File: src/rtl/core/tcw_pkg.sv
// ----------------------------------------------------------------------------
// Text console writer package
// Types, codes and constants shared by the console writer modules.
// ----------------------------------------------------------------------------
package tcw_pkg;

    // Default screen geometry.
    localparam int DEFAULT_COLUMNS = 80;
    localparam int DEFAULT_ROWS    = 25;

    // Port field widths.
    localparam int ACTION_W     = 2;
    localparam int CHAR_W       = 8;
    localparam int COLOR_W      = 8;
    localparam int READ_ROW_W   = 5;
    localparam int READ_COL_W   = 7;
    localparam int CELL_VALUE_W = 16;
    localparam int CURSOR_ROW_W = 5;
    localparam int CURSOR_COL_W = 7;

    // Cell address width large enough for the largest supported grid.
    localparam int ADDR_W = 15;

    // Depth of the command queue between front and back.
    localparam int QUEUE_DEPTH = 2;

    // Character and color codes.
    localparam logic [CHAR_W-1:0]  NEWLINE_CODE     = 8'd10;
    localparam logic [CHAR_W-1:0]  BLANK_CODE       = 8'd32;
    localparam logic [COLOR_W-1:0] TEXT_COLOR_RESET = 8'd7;

    // Request action codes.
    typedef enum logic [ACTION_W-1:0] {
        ACT_PUT   = 2'd0,
        ACT_READ  = 2'd1,
        ACT_CLEAR = 2'd2
    } action_t;

    // Classified command kinds handed to the back end.
    typedef enum logic [2:0] {
        CMD_NOP,
        CMD_PUT,
        CMD_NEWLINE,
        CMD_READ,
        CMD_CLEAR
    } cmd_kind_t;

    // One queued command.
    typedef struct packed {
        cmd_kind_t          kind;
        logic [CHAR_W-1:0]  char_code;
        logic [ADDR_W-1:0]  addr;
    } cmd_entry_t;

    // Queue head as seen by the back end.
    typedef struct packed {
        logic       valid;
        cmd_entry_t entry;
    } cmd_slot_t;

    // Back end sequencer states.
    typedef enum logic [2:0] {
        ST_IDLE,
        ST_READ_WAIT,
        ST_SCROLL,
        ST_FILL
    } back_state_t;

endpackage

File: src/rtl/core/tcw_cmd_fifo.sv
// ----------------------------------------------------------------------------
// Text console writer command queue
// Short queue that decouples request intake from command execution.
// ----------------------------------------------------------------------------
module tcw_cmd_fifo
    import tcw_pkg::*;
(
    input  logic       clk,
    input  logic       rst_n,
    input  logic       push,
    input  cmd_entry_t push_entry,
    input  logic       pop,
    output cmd_slot_t  head,
    output logic       full
);

    localparam int PTR_W   = (QUEUE_DEPTH > 1) ? $clog2(QUEUE_DEPTH) : 1;
    localparam int COUNT_W = $clog2(QUEUE_DEPTH + 1);

    cmd_entry_t           slot_reg [QUEUE_DEPTH];
    logic [PTR_W-1:0]     wr_ptr_reg;
    logic [PTR_W-1:0]     wr_ptr_next;
    logic [PTR_W-1:0]     rd_ptr_reg;
    logic [PTR_W-1:0]     rd_ptr_next;
    logic [COUNT_W-1:0]   count_reg;
    logic [COUNT_W-1:0]   count_next;
    logic                 do_pop;

    // Status toward both sides.
    assign full       = (count_reg == COUNT_W'(QUEUE_DEPTH));
    assign head.valid = (count_reg != '0);
    assign head.entry = slot_reg[rd_ptr_reg];
    assign do_pop     = pop && head.valid;

    // Pointer and count update.
    always_comb
    begin
        wr_ptr_next = wr_ptr_reg;
        rd_ptr_next = rd_ptr_reg;
        count_next  = count_reg;
        if (push)
        begin
            wr_ptr_next = (wr_ptr_reg == PTR_W'(QUEUE_DEPTH - 1)) ? '0 : wr_ptr_reg + 1'b1;
        end
        if (do_pop)
        begin
            rd_ptr_next = (rd_ptr_reg == PTR_W'(QUEUE_DEPTH - 1)) ? '0 : rd_ptr_reg + 1'b1;
        end
        if (push && !do_pop)
        begin
            count_next = count_reg + 1'b1;
        end
        else if (!push && do_pop)
        begin
            count_next = count_reg - 1'b1;
        end
    end

    // Control registers.
    always_ff @(posedge clk or negedge rst_n)
    begin
        if (!rst_n)
        begin
            wr_ptr_reg <= '0;
            rd_ptr_reg <= '0;
            count_reg  <= '0;
        end
        else
        begin
            wr_ptr_reg <= wr_ptr_next;
            rd_ptr_reg <= rd_ptr_next;
            count_reg  <= count_next;
        end
    end

    // Entry storage.
    always_ff @(posedge clk)
    begin
        if (push)
        begin
            slot_reg[wr_ptr_reg] <= push_entry;
        end
    end

endmodule

File: config.mk
export PLATFORM = sky130hd
export DESIGN_NAME = tcw_cmd_fifo
export DESIGN_NICKNAME = d
export VERILOG_FILES = /design/src/rtl/core/tcw_pkg.sv /design/src/rtl/core/tcw_cmd_fifo.sv
export SDC_FILE = /design/constraint.sdc
export NUM_CORES = 1
export LEC_CHECK = 0
export BUFFER_PORTS_ARGS = -buffer_cell sky130_fd_sc_hd__buf_2
export CAP_MARGIN = 20
export CORE_MARGIN = 4
export CORE_UTILIZATION = 53
export CTS_BUF_LIST = sky130_fd_sc_hd__clkbuf_4
export CTS_CLUSTER_DIAMETER = 200
export DETAILED_ROUTE_END_ITERATION = 16
export PLACE_DENSITY_LB_ADDON = 0.12
export REMOVE_ABC_BUFFERS = 1
export SLEW_MARGIN = 5
export SYNTH_ARGS = -nofsm -noshare
export SYNTH_HDL_FRONTEND = slang
export SYNTH_SLANG_ARGS = --single-unit
export TNS_END_PERCENT = 1
File: constraint.sdc
create_clock -name clk -period 4.2 [get_ports clk]
set_clock_uncertainty 0.2 [all_clocks]
set_input_delay 0.21 -clock clk [delete_from_list [all_inputs] [get_ports clk]]
set_output_delay 0.21 -clock clk [all_outputs]
set_load 0.02 [all_outputs]
==> flow_summary.json <==
{
  "run_status": "completed",
  "finalSetupViolCount": 0,
  "maxSlewHeadroom": 0.516,
  "cts_sinks": 56,
  "async_flop_share": 0.0714,
  "cp_max_fo": 16,
  "synthMostInstantiatedCell": "edfxtp_1",
  "worstSetupStartpoint": "rd_ptr_reg",
  "switchingPower_uw": 545,
  "ys_top_cells_by_area": "edfxtp_1 72%, mux2_4 13%, dfrtp_1 4.6%",
  "rsz0062_at_grt": "no",
  "routed_wl_mm": 3.55,
  "p_leak_uw": 0.00116,
  "worst_slew_pin_slew_ps": 723,
  "power_frac_comb": 0.389,
  "cts_buffers": 5,
  "slowest_delay_ps": 740,
  "seq_area_frac_synth": 0.766,
  "synth_ff_type": "edfxtp_1",
  "hp-start": "count_reg[1]",
  "core-area_sq_mm": 0.00380,
  "power_density_mw_per_mm2": 587,
  "path_cells": "buf_4, mux2_2, buf_2",
  "ir_drop_v": 0.000333,
  "gp_congestion": 0.753,
  "cp-start-kind": "flip-flop",
  "dieWidth_um": 72.0,
  "synth.top_cell.area_share": 0.720,
  "cp-end-kind": "primary output",
  "drc": 0,
  "power_frac_clock": 0.126,
  "std_cell_rows": 22,
  "dp_hpwl_mm": 2.38,
  "antenna_found_initial": 0,
  "required_ps": 3790,
  "finalSetupTns_ps": 0,
  "arrival_ps": 2020,
  "grt_max_degree": 17,
  "crit_type": "flip-flop to primary output",
  "ctsHtreeMaxLevel": 2,
  "crit_buf_inv": 2,
  "root_buffer": "clkbuf_4",
  "largest_reg_flops": 52,
  "synth_cell_types": 14,
  "ctsResizeCount": 0,
  "timing.rr.start": "wr_ptr_reg",
  "syn_area_per_cell_sq_um": 22.4,
  "place_ws_ps": 2150,
  "slew_violations": 0,
  "syn2layout_area_growth_pct": 31.0,
  "io_pins": 58,
  "fin_nets": 222,
  "grt_use_total": 0.152,
  "postSynthCellCount": 97,
  "total_power_uw": 1670,
  "wl_per_cell_um": 14.8,
  "insertion_delay_ps": 350,
  "layout_min_cycle_time_ps": 2430,
  "drt-vias-per-instance": 4.80,
  "fmax_ghz": 0.411,
  "io_buffers": 57,
  "vias": 1151,
  "drive_above_1_share": 0.490,
  "dieHeight_um": 72.0,
  "mappedNetlistArea_sq_mm": 0.00217,
  "dieArea_sq_mm": 0.00518,
  "antenna_cells": 0,
  "worst_slack_ps": 1770,
  "grt_overflow": 0,
  "initial_core_util": 0.571,
  "maxCapViolations": 0,
  "grt_pass1_vias": 1256,
  "ys_top_cells_by_count": "52 x edfxtp_1, 19 x mux2_4, 7 x mux2_2",
  "ys_warn_count": 0,
  "hold_viol": 0,
  "ant_nets": 0,
  "grt_pass1_wl_mm": 5.80,
  "drtIter0Drc": 54,
  "clk_pin_slew_worst_paths_ps": 120,
  "synth_seq_cells": 56,
  "seq_power_share": 0.485,
  "swShare": 0.327,
  "drt-pass1-iter-count": 4,
  "synth_edf_count": 52,
  "cts_buffer_depth": 2,
  "post-route-period-util": 0.580,
  "synth_top_cell_by_area": "edfxtp_1",
  "p_int_uw": 1120,
  "cts_tree": "built",
  "path_delay_family": "flip-flops",
  "slowest_stage": "dfrtp_1",
  "hold_path_class": "flip-flop to flip-flop"
}
==> stage by stage <==
| step | hold slack (ps) | util | instance area, sq um | cells |
|---|---|---|---|---|
| detailed placement | -173 | 0.655 | 2490 | 202 |
| global placement | -179 | 0.655 | 2490 | 202 |
| finish | 314 | 0.748 | 2840 | 240 |
| CTS | 314 | 0.748 | 2840 | 240 |
| floorplan | -286 | - | 2120 | 94 |
| global route | 334 | 0.748 | 2840 | 240 |
==> cells by family (layout without fill, tap and decap cells) <==
family / count (synthesis) / count (layout) / synth area share
DFF: 56 / 56 / 0.766
muxes: 26 / 26 / 0.168
and+or+nand+nor: 6 / 6 / 0.0162
xor gates and xnor gates: 5 / 5 / 0.0202
buffers and inverters: 3 / 98 / 0.0237
adders and majority gates: 1 / 1 / 0.00577
==> power by group through the flow <==
stage               clock network [uW]  registers [uW]  logic, uW
finish                             209             809        649
global route                       246             820        692
CTS                                214             810        658
detailed placement                   0             823        637
global placement                     0             813        627
floorplan                            0             835        434
==> final timing paths <==
check                             endpoint  slack (ps)  cells after the start
setup / recovery                   head[5]        1770                      3
hold / removal                count_reg[1]         310                      1
setup reg to reg           slot_reg[0][16]        2330                      2
hold reg to reg               count_reg[1]         310                      1
max in group asynchronous       wr_ptr_reg        3020                      3
min in group asynchronous     count_reg[0]         600                      3
==> metal layers <==
metal  vias to the layer above  routed length (um)  track usage
li1                        560                   -            -
met1                       548                1290        0.163
met2                        38                2010        0.283
met3                         5                 197       0.0346
met4                         0                  54       0.0689
met5                         -                   0            0
==> area by class of cell <==
class	count	area, sq um
clock inverters	2	7.51
flip-flops and latches	56	1660
repair buffers	90	608
fillers	230	958
multi-input cells	38	458
clock buffers	6	45.0
well taps	48	60.1
==> cell usage in the layout (no fill, tap or decap), drive strengths merged, types with 2 or more instances in the layout <==
cell / n
xor2: 3
mux2: 26
clkinv: 2
dlygate4sd3: 30
clkbuf: 6
edfxtp: 52
xnor2: 2
dfrtp: 4
buf: 60
nor2b: 2
==> timing repair <==
item | 4_1_cts | 5_1_grt
hold buffers | 30 | 0
hold endpoints to repair | 58 | 0
buffers inserted | 0 | 0
Note: power is estimated with default switching activity, not from simulation.
