### src/rtl/core/tcw_pkg.sv
// ----------------------------------------------------------------------------
// Text console writer package
// Types, codes and constants shared by the console writer modules.
// ----------------------------------------------------------------------------
package tcw_pkg;

    // Default screen geometry.
    localparam int DEFAULT_COLUMNS = 80;
    localparam int DEFAULT_ROWS    = 25;

    // Port field widths.
    localparam int ACTION_W     = 2;
    localparam int CHAR_W       = 8;
    localparam int COLOR_W      = 8;
    localparam int READ_ROW_W   = 5;
    localparam int READ_COL_W   = 7;
    localparam int CELL_VALUE_W = 16;
    localparam int CURSOR_ROW_W = 5;
    localparam int CURSOR_COL_W = 7;

    // Cell address width large enough for the largest supported grid.
    localparam int ADDR_W = 15;

    // Depth of the command queue between front and back.
    localparam int QUEUE_DEPTH = 2;

    // Character and color codes.
    localparam logic [CHAR_W-1:0]  NEWLINE_CODE     = 8'd10;
    localparam logic [CHAR_W-1:0]  BLANK_CODE       = 8'd32;
    localparam logic [COLOR_W-1:0] TEXT_COLOR_RESET = 8'd7;

    // Request action codes.
    typedef enum logic [ACTION_W-1:0] {
        ACT_PUT   = 2'd0,
        ACT_READ  = 2'd1,
        ACT_CLEAR = 2'd2
    } action_t;

    // Classified command kinds handed to the back end.
    typedef enum logic [2:0] {
        CMD_NOP,
        CMD_PUT,
        CMD_NEWLINE,
        CMD_READ,
        CMD_CLEAR
    } cmd_kind_t;

    // One queued command.
    typedef struct packed {
        cmd_kind_t          kind;
        logic [CHAR_W-1:0]  char_code;
        logic [ADDR_W-1:0]  addr;
    } cmd_entry_t;

    // Queue head as seen by the back end.
    typedef struct packed {
        logic       valid;
        cmd_entry_t entry;
    } cmd_slot_t;

    // Back end sequencer states.
    typedef enum logic [2:0] {
        ST_IDLE,
        ST_READ_WAIT,
        ST_SCROLL,
        ST_FILL
    } back_state_t;

endpackage

### src/rtl/core/tcw_front.sv
// ----------------------------------------------------------------------------
// Text console writer front end
// Accepts requests and classifies them into commands for the queue.
// ----------------------------------------------------------------------------
module tcw_front
    import tcw_pkg::*;
#(
    parameter int COLUMNS = DEFAULT_COLUMNS,
    parameter int ROWS    = DEFAULT_ROWS
) (
    input  logic                  start,
    input  logic                  full,
    input  logic [ACTION_W-1:0]   action,
    input  logic [CHAR_W-1:0]     char_code,
    input  logic [READ_ROW_W-1:0] read_row,
    input  logic [READ_COL_W-1:0] read_col,
    output logic                  push,
    output cmd_entry_t            entry
);

    logic read_in_range;

    // A request is taken whenever the queue has room.
    assign push = start && !full;

    // Reads outside the grid change nothing and return zero.
    assign read_in_range = (32'(read_row) < 32'(ROWS)) && (32'(read_col) < 32'(COLUMNS));

    // Classify the request and form the read address.
    always_comb
    begin
        entry.char_code = char_code;
        entry.addr      = ADDR_W'(read_row) * ADDR_W'(COLUMNS) + ADDR_W'(read_col);
        case (action)
            ACT_PUT:
            begin
                entry.kind = (char_code == NEWLINE_CODE) ? CMD_NEWLINE : CMD_PUT;
            end
            ACT_READ:
            begin
                entry.kind = read_in_range ? CMD_READ : CMD_NOP;
            end
            ACT_CLEAR:
            begin
                entry.kind = CMD_CLEAR;
            end
            default:
            begin
                entry.kind = CMD_NOP;
            end
        endcase
    end

endmodule

### config.mk
export PLATFORM = sky130hd
export DESIGN_NAME = tcw_front
export DESIGN_NICKNAME = d
export VERILOG_FILES = /design/src/rtl/core/tcw_pkg.sv /design/src/rtl/core/tcw_front.sv
export SDC_FILE = /design/constraint.sdc
export NUM_CORES = 1
export LEC_CHECK = 0
export BUFFER_PORTS_ARGS = -buffer_cell sky130_fd_sc_hd__buf_2
export CELL_PAD_IN_SITES_DETAIL_PLACEMENT = 1
export CELL_PAD_IN_SITES_GLOBAL_PLACEMENT = 1
export CORE_MARGIN = 2
export CORE_UTILIZATION = 26
export DETAILED_ROUTE_END_ITERATION = 16
export GPL_TIMING_DRIVEN = 1
export PLACE_DENSITY_LB_ADDON = 0.1
export SYNTH_ARGS = -nofsm -noshare
export SYNTH_HDL_FRONTEND = slang
export SYNTH_SLANG_ARGS = --single-unit
export TNS_END_PERCENT = 100
### constraint.sdc
create_clock -name vclk -period 4.1
set_input_delay 0.205 -clock vclk [all_inputs]
set_output_delay 0.205 -clock vclk [all_outputs]
set_load 0.005 [all_outputs]
==> reports/qor.txt, run 1 <==
Iteration-0 DRC Markers: 3
Post-route ant nets: 0
CP endpoint: entry[10]
Hold Fails Final Rpt: 0
Setup TNS: 0 ns
Fmax: 468.7 MHz
Worst-path fanout max: 4
P_leak: 0.3641 nW
CORE AREA: 1764 um^2
DRC errors left: 0
Synth Cell Area: 500.5 um^2
Seq Cell Count: 0
P&R area growth vs syn: 25.25%
Largest net degree at the start of global routing: 5
Setup repair bufs after CTS: 0
Routed WL: 1134 um
Footprint of the multi-input gates: 380.4 um^2
Filler Cell Count: 252
Sequential cell area fraction in the yosys report: 0%
Synth Area per Inst: 8.205 um^2
Outcome: finished clean
RSZ-0062 raised after global routing: false
Cell count after synthesis: 61
Placer Congestion: 0.6833
Busiest grt layer: met2
Crit. Startpoint: read_row[1]
IO Port Bufs: 40
Initial core utilization: 28.37%
Post-CTS Resized: 0
Met1 usage: 12.25%
Critical path class: input port to output port
Storage cell area: 0 um^2
Peak supply drop: 0.06620 mV
Slew Viols, Final: 0
Die Span Y: 47.88 um
Vias in the first global route: 421
Switching Fraction: 47.92%
Distinct cell type count after synthesis: 22
Core Util, Final: 35.53%
Initial antenna violation count: 0
Global-route wire length before repair: 1635 um
Worst min-delay path category: input port to output port
Pre-Repair DR Iteration Count: 2
Nets: 125
FP Rows: 15
Total congestion overflow: 0
NetSw: 44.14 uW
Final min period: 2.134 ns
Fin Hold WS: 0.4100 ns
Wire per inst: 10.04 um
Finished Cell Area: 626.9 um^2
DR vias/cell: 4.354
CP endpoint kind: output port
Arrival time worst endpoint: 1.93 ns
Clock share of power: 0%
I/O pins: 51
Comb power frac: 100.0%
Cell Area, Placed: 626.9 um^2
Clock Buffer Count: 0
Max-Cap Viols: 0
Worst Path Required: 3.89 ns
Setup Viol. Count Final: 0
Ys Warns: 0
HPWL after detailed placement: 1087 um
Final Cycle Share: 52.04%
Tot GR Track Use: 9.437%
Cts hold-fix bufs: 0
Chip Width: 47.88 um
Min-delay src: read_col[0]
Routing usage on met2: 17.87%
Layout cells sized above 1: 47.73%
DIE AREA: 2292 um^2
CP Launch Type: input port
Via Count: 492
PD cells: 147.0 nW/um^2
Inserted Diodes: 0
Met3 usage: 0.3774%
Flop pwr share: 0%
P_int: 47.97 uW
-- worst min-delay path by stage --
stage | end | slack [ns] | depth (start not counted)
floorplan | entry[25] | 0.44 | 1
global placement | entry[1] | 0.41 | 0
detailed placement | entry[1] | 0.41 | 0
CTS | entry[1] | 0.41 | 0
global route | entry[3] | 0.41 | 0
finish | entry[0] | 0.41 | 0
-- metal layers --
layer  part of all wire [%]  up-vias  wire length (um)
li1                       -      248                 -
met1                     39      217               440
met2                     51       27               577
met3                     10        0               116
met4                      0        0                 0
met5                      0        -                 0
-- cells in the final DEF (no fill, tap or decap), drive strengths merged --
master and instances:
nor2 2, o2111ai 1, a21oi 2, xor2 2, nor4bb 1, nor4 1
nand4b 1, a21o 3, o311ai 1, o31ai 1, nor2b 3, xnor2 5
a32o 1, ha 9, fa 2, nand2 4, buf 40, o21ai 2
inv 4, conb 3
-- cells by family (layout without fill, tap and decap cells) --
| family | count (synthesis) | count (layout) | share of synthesized area [%] |
|---|---|---|---|
| buf+inv | 19 | 44 | 25.50 |
| compound gates | 11 | 11 | 16.25 |
| xor+xnor | 7 | 7 | 13.75 |
| fa+ha+maj | 11 | 11 | 30.50 |
| simple gates | 12 | 12 | 13.25 |
| other cells | 1 | 3 | 0.7493 |
-- cells in the mapped netlist (all sizes together) --
cell type  instances  area, um^2
nand2              4       15.01
ha                 9       112.6
fa                 2       40.04
inv                4       15.01
a32o               1       10.01
nor2b              3       18.77
a21o               3       22.52
o31ai              1       7.510
conb               1       3.750
o2111ai            1       8.760
o21ai              2       10.01
nor4               1       6.260
nand4b             1       8.760
nor2               2       7.510
xnor2              5       43.79
nor4bb             1       10.01
o311ai             1       8.760
a21oi              2       13.76
buf               15       112.6
xor2               2       25.03
-- per-stage QoR --
| stage | worst slack, ns | cells | power (mW) |
|---|---|---|---|
| 3_3_place_gp | 1.944 | 113 | 0.09204 |
| 4_1_cts | 1.928 | 113 | 0.09445 |
| 5_1_grt | 1.803 | 113 | 0.1043 |
| 2_1_floorplan | 2.273 | 63 | 0.06252 |
| 3_5_place_dp | 1.941 | 113 | 0.09355 |
| 6_report | 1.966 | 113 | 0.09212 |
-- worst max-delay path, stage by stage --
cell       delay [ns]
buf_2            0.12
ha_1             0.29
ha_1             0.23
fa_1             0.44
xor2_2           0.21
o2111ai_1        0.16
xnor2_1          0.14
buf_2            0.13
-- power by group through the flow --
stage               Combinational (mW)  Clock, mW  Sequential (mW)
global route                     0.104          0                0
floorplan                       0.0625          0                0
global placement                0.0920          0                0
detailed placement              0.0935          0                0
CTS                             0.0944          0                0
finish                          0.0921          0                0
-- area by class of cell --
cell class         count  area share [%]
inverters              4           2.395
multi-input cells     44           60.68
well taps             25           4.990
repair buffers        40           31.94
(Power assumes the default switching activity.)
==> run 2, diff against run 1 <==
--- a/config.mk
+++ b/config.mk
@@ -9,7 +9,7 @@
 export CELL_PAD_IN_SITES_DETAIL_PLACEMENT = 1
 export CELL_PAD_IN_SITES_GLOBAL_PLACEMENT = 1
 export CORE_MARGIN = 2
-export CORE_UTILIZATION = 26
+export CORE_UTILIZATION = 22
 export DETAILED_ROUTE_END_ITERATION = 16
 export GPL_TIMING_DRIVEN = 1
 export PLACE_DENSITY_LB_ADDON = 0.1
==> constraint.sdc (replaced) <==
create_clock -name vclk -period 1.9
set_input_delay 0.095 -clock vclk [all_inputs]
set_output_delay 0.095 -clock vclk [all_outputs]
set_load 0.005 [all_outputs]
==> run 2 against run 1 <==
  * Non-clock buffer count up 3
  * Critical path depth unchanged
  * Largest cell class unchanged
  * Combinational power up 150%
  * Setup slack worse by 1.9 ns
  * Sequential share of layout area unchanged
  * Power up 140%
  * Global-route usage up 0.093 points
  * Cell count up 5.3%
==> reports/qor.txt, run 2 (synthesis gave the netlist of run 1 again) <==
CP Launch Type: input port
Arrival time worst endpoint: 1.70 ns (-0.23 ns)
Setup Viol. Count Final: 0 (unchanged)
Overall power: 225.5 uW (+140%)
Worst min-delay path category: input port to output port
Clock Buffer Count: 0 (unchanged)
Outcome: finished clean
Layout cells sized above 1: 54.95% (+7.2 points)
Pre-Repair DR Iteration Count: 2 (unchanged)
Hold Fails Final Rpt: 0 (unchanged)
Routed WL: 1264 um (+11%)
FP Rows: 17 (+2)
Fmax: 555.6 MHz
Commonest non-fill, non-tap cell in the layout: buf_2
Peak supply drop: 0.1500 mV (+130%)
Most used cell along the critical path: buf_2
DRC errors left: 0 (unchanged)
CP delay by family, top: adder cells
Crit path buf inv count: 3 (+1)
Die Span Y: 51.70 um (+8.0%)
Largest net degree at the start of global routing: 5 (unchanged)
DR vias/cell: 4.261 (-2.1%)
Slowest CP cell: fa_2
Iteration-0 DRC Markers: 2 (-1)
P_leak: 0.3763 nW (+3.3%)
Initial antenna violation count: 0 (unchanged)
Critical path class: input port to output port
PD cells: 331.3 nW/um^2 (+130%)
RSZ-0062 raised after global routing: false
CP endpoint kind: output port
Setup TNS: 0 ns (unchanged)
I/O pins: 51 (unchanged)
Final min period: 1.800 ns
Global-route wire length before repair: 2063 um (+26%)
Worst Path Required: 1.80 ns (-2.09 ns)
Max incr delay on CP: 0.41 ns (-0.03 ns)
Chip Width: 51.70 um (+8.0%)
Seq Cell Count: 0 (unchanged)
Max-Cap Viols: 0 (unchanged)
DIE AREA: 2672 um^2 (+17%)
Inserted Diodes: 0 (unchanged)
CORE AREA: 2191 um^2 (+24%)
Nets: 128 (+2.4%)
Slew Viols, Final: 0 (unchanged)
Worst path cell trace: buf_2 -> ha_4 -> ha_2 -> fa_2 -> xor2_2 -> buf_4 -> a32o_1 -> buf_2
Storage cell area: 0 um^2 (unchanged)
Filler Cell Count: 284 (+13%)
Cts hold-fix bufs: 0 (unchanged)
Vias in the first global route: 507 (+20%)
HPWL after detailed placement: 1204 um (+11%)
P&R area growth vs syn: 36.00%
Worst-path fanout max: 2 (-2)
Via Count: 507 (+3.0%)
Tot GR Track Use: 9.530% (+0.093 points)
IO Port Bufs: 40 (unchanged)
Core Util, Final: 31.07% (-4.5 points)
Post-route ant nets: 0 (unchanged)
Placer Congestion: 0.6652 (-2.6%)
Final Cycle Share: 94.73%
Commonest non-fill, non-tap cells in the layout: buf_2, ha_1, xnor2_1, inv_1
Initial core utilization: 22.84% (-5.5 points)
Total congestion overflow: 0 (unchanged)
Wire per inst: 10.62 um (+5.8%)
-- run 2: changes by cell type in the layout (fill, tap and decap cells not counted), sizes merged --
cell	delta
buf	+3
-- run 2: repair_timing --
| item | 4_1_cts | 5_1_grt |
|---|---|---|
| setup buffers | 1 | 0 |
| pin swaps | 0 | 4 |
| resized for setup | 0 | 6 |
| endpoints found under the setup margin | 1 | 3 |
-- run 2: power by group --
group | internal [mW] | switching [mW] | leakage [nW]
combinational | 0.121 | 0.104 | 0.376
sequential | 0 | 0 | 0
clock | 0 | 0 | 0
-- run 2: per-stage QoR --
stage	hold slack, ns	cells	setup WS (ns)	instance area [um^2]
2_1_floorplan	0.2202	63	0.2932	508.0
3_3_place_gp	0.1900	118	-0.03624	645.6
3_5_place_dp	0.1900	118	-0.03070	645.6
4_1_cts	0.1900	119	0.001020	653.1
5_1_grt	0.1900	119	0.009365	680.7
6_report	0.1900	119	0.1002	680.7
-- run 2: cell type report --
type / count / area, um^2 / share of cell area (%)
inverters: 4 / 15.01 / 2.206
multi-input cells: 44 / 407.9 / 59.93
well taps: 28 / 35.03 / 5.147
repair buffers: 43 / 222.7 / 32.72
-- run 2: layer usage --
metal  global-route usage (%)  routed length (um)
met5                        0                   0
met1                    11.54                 479
met4                        0                   0
met3                    1.437                 107
met2                    18.59                 678
-- run 2: final timing paths --
path / start / to / cells past startpoint
worst max-delay path: read_row[1] / entry[11] / 8
worst min-delay path: read_col[3] / entry[3] / 0
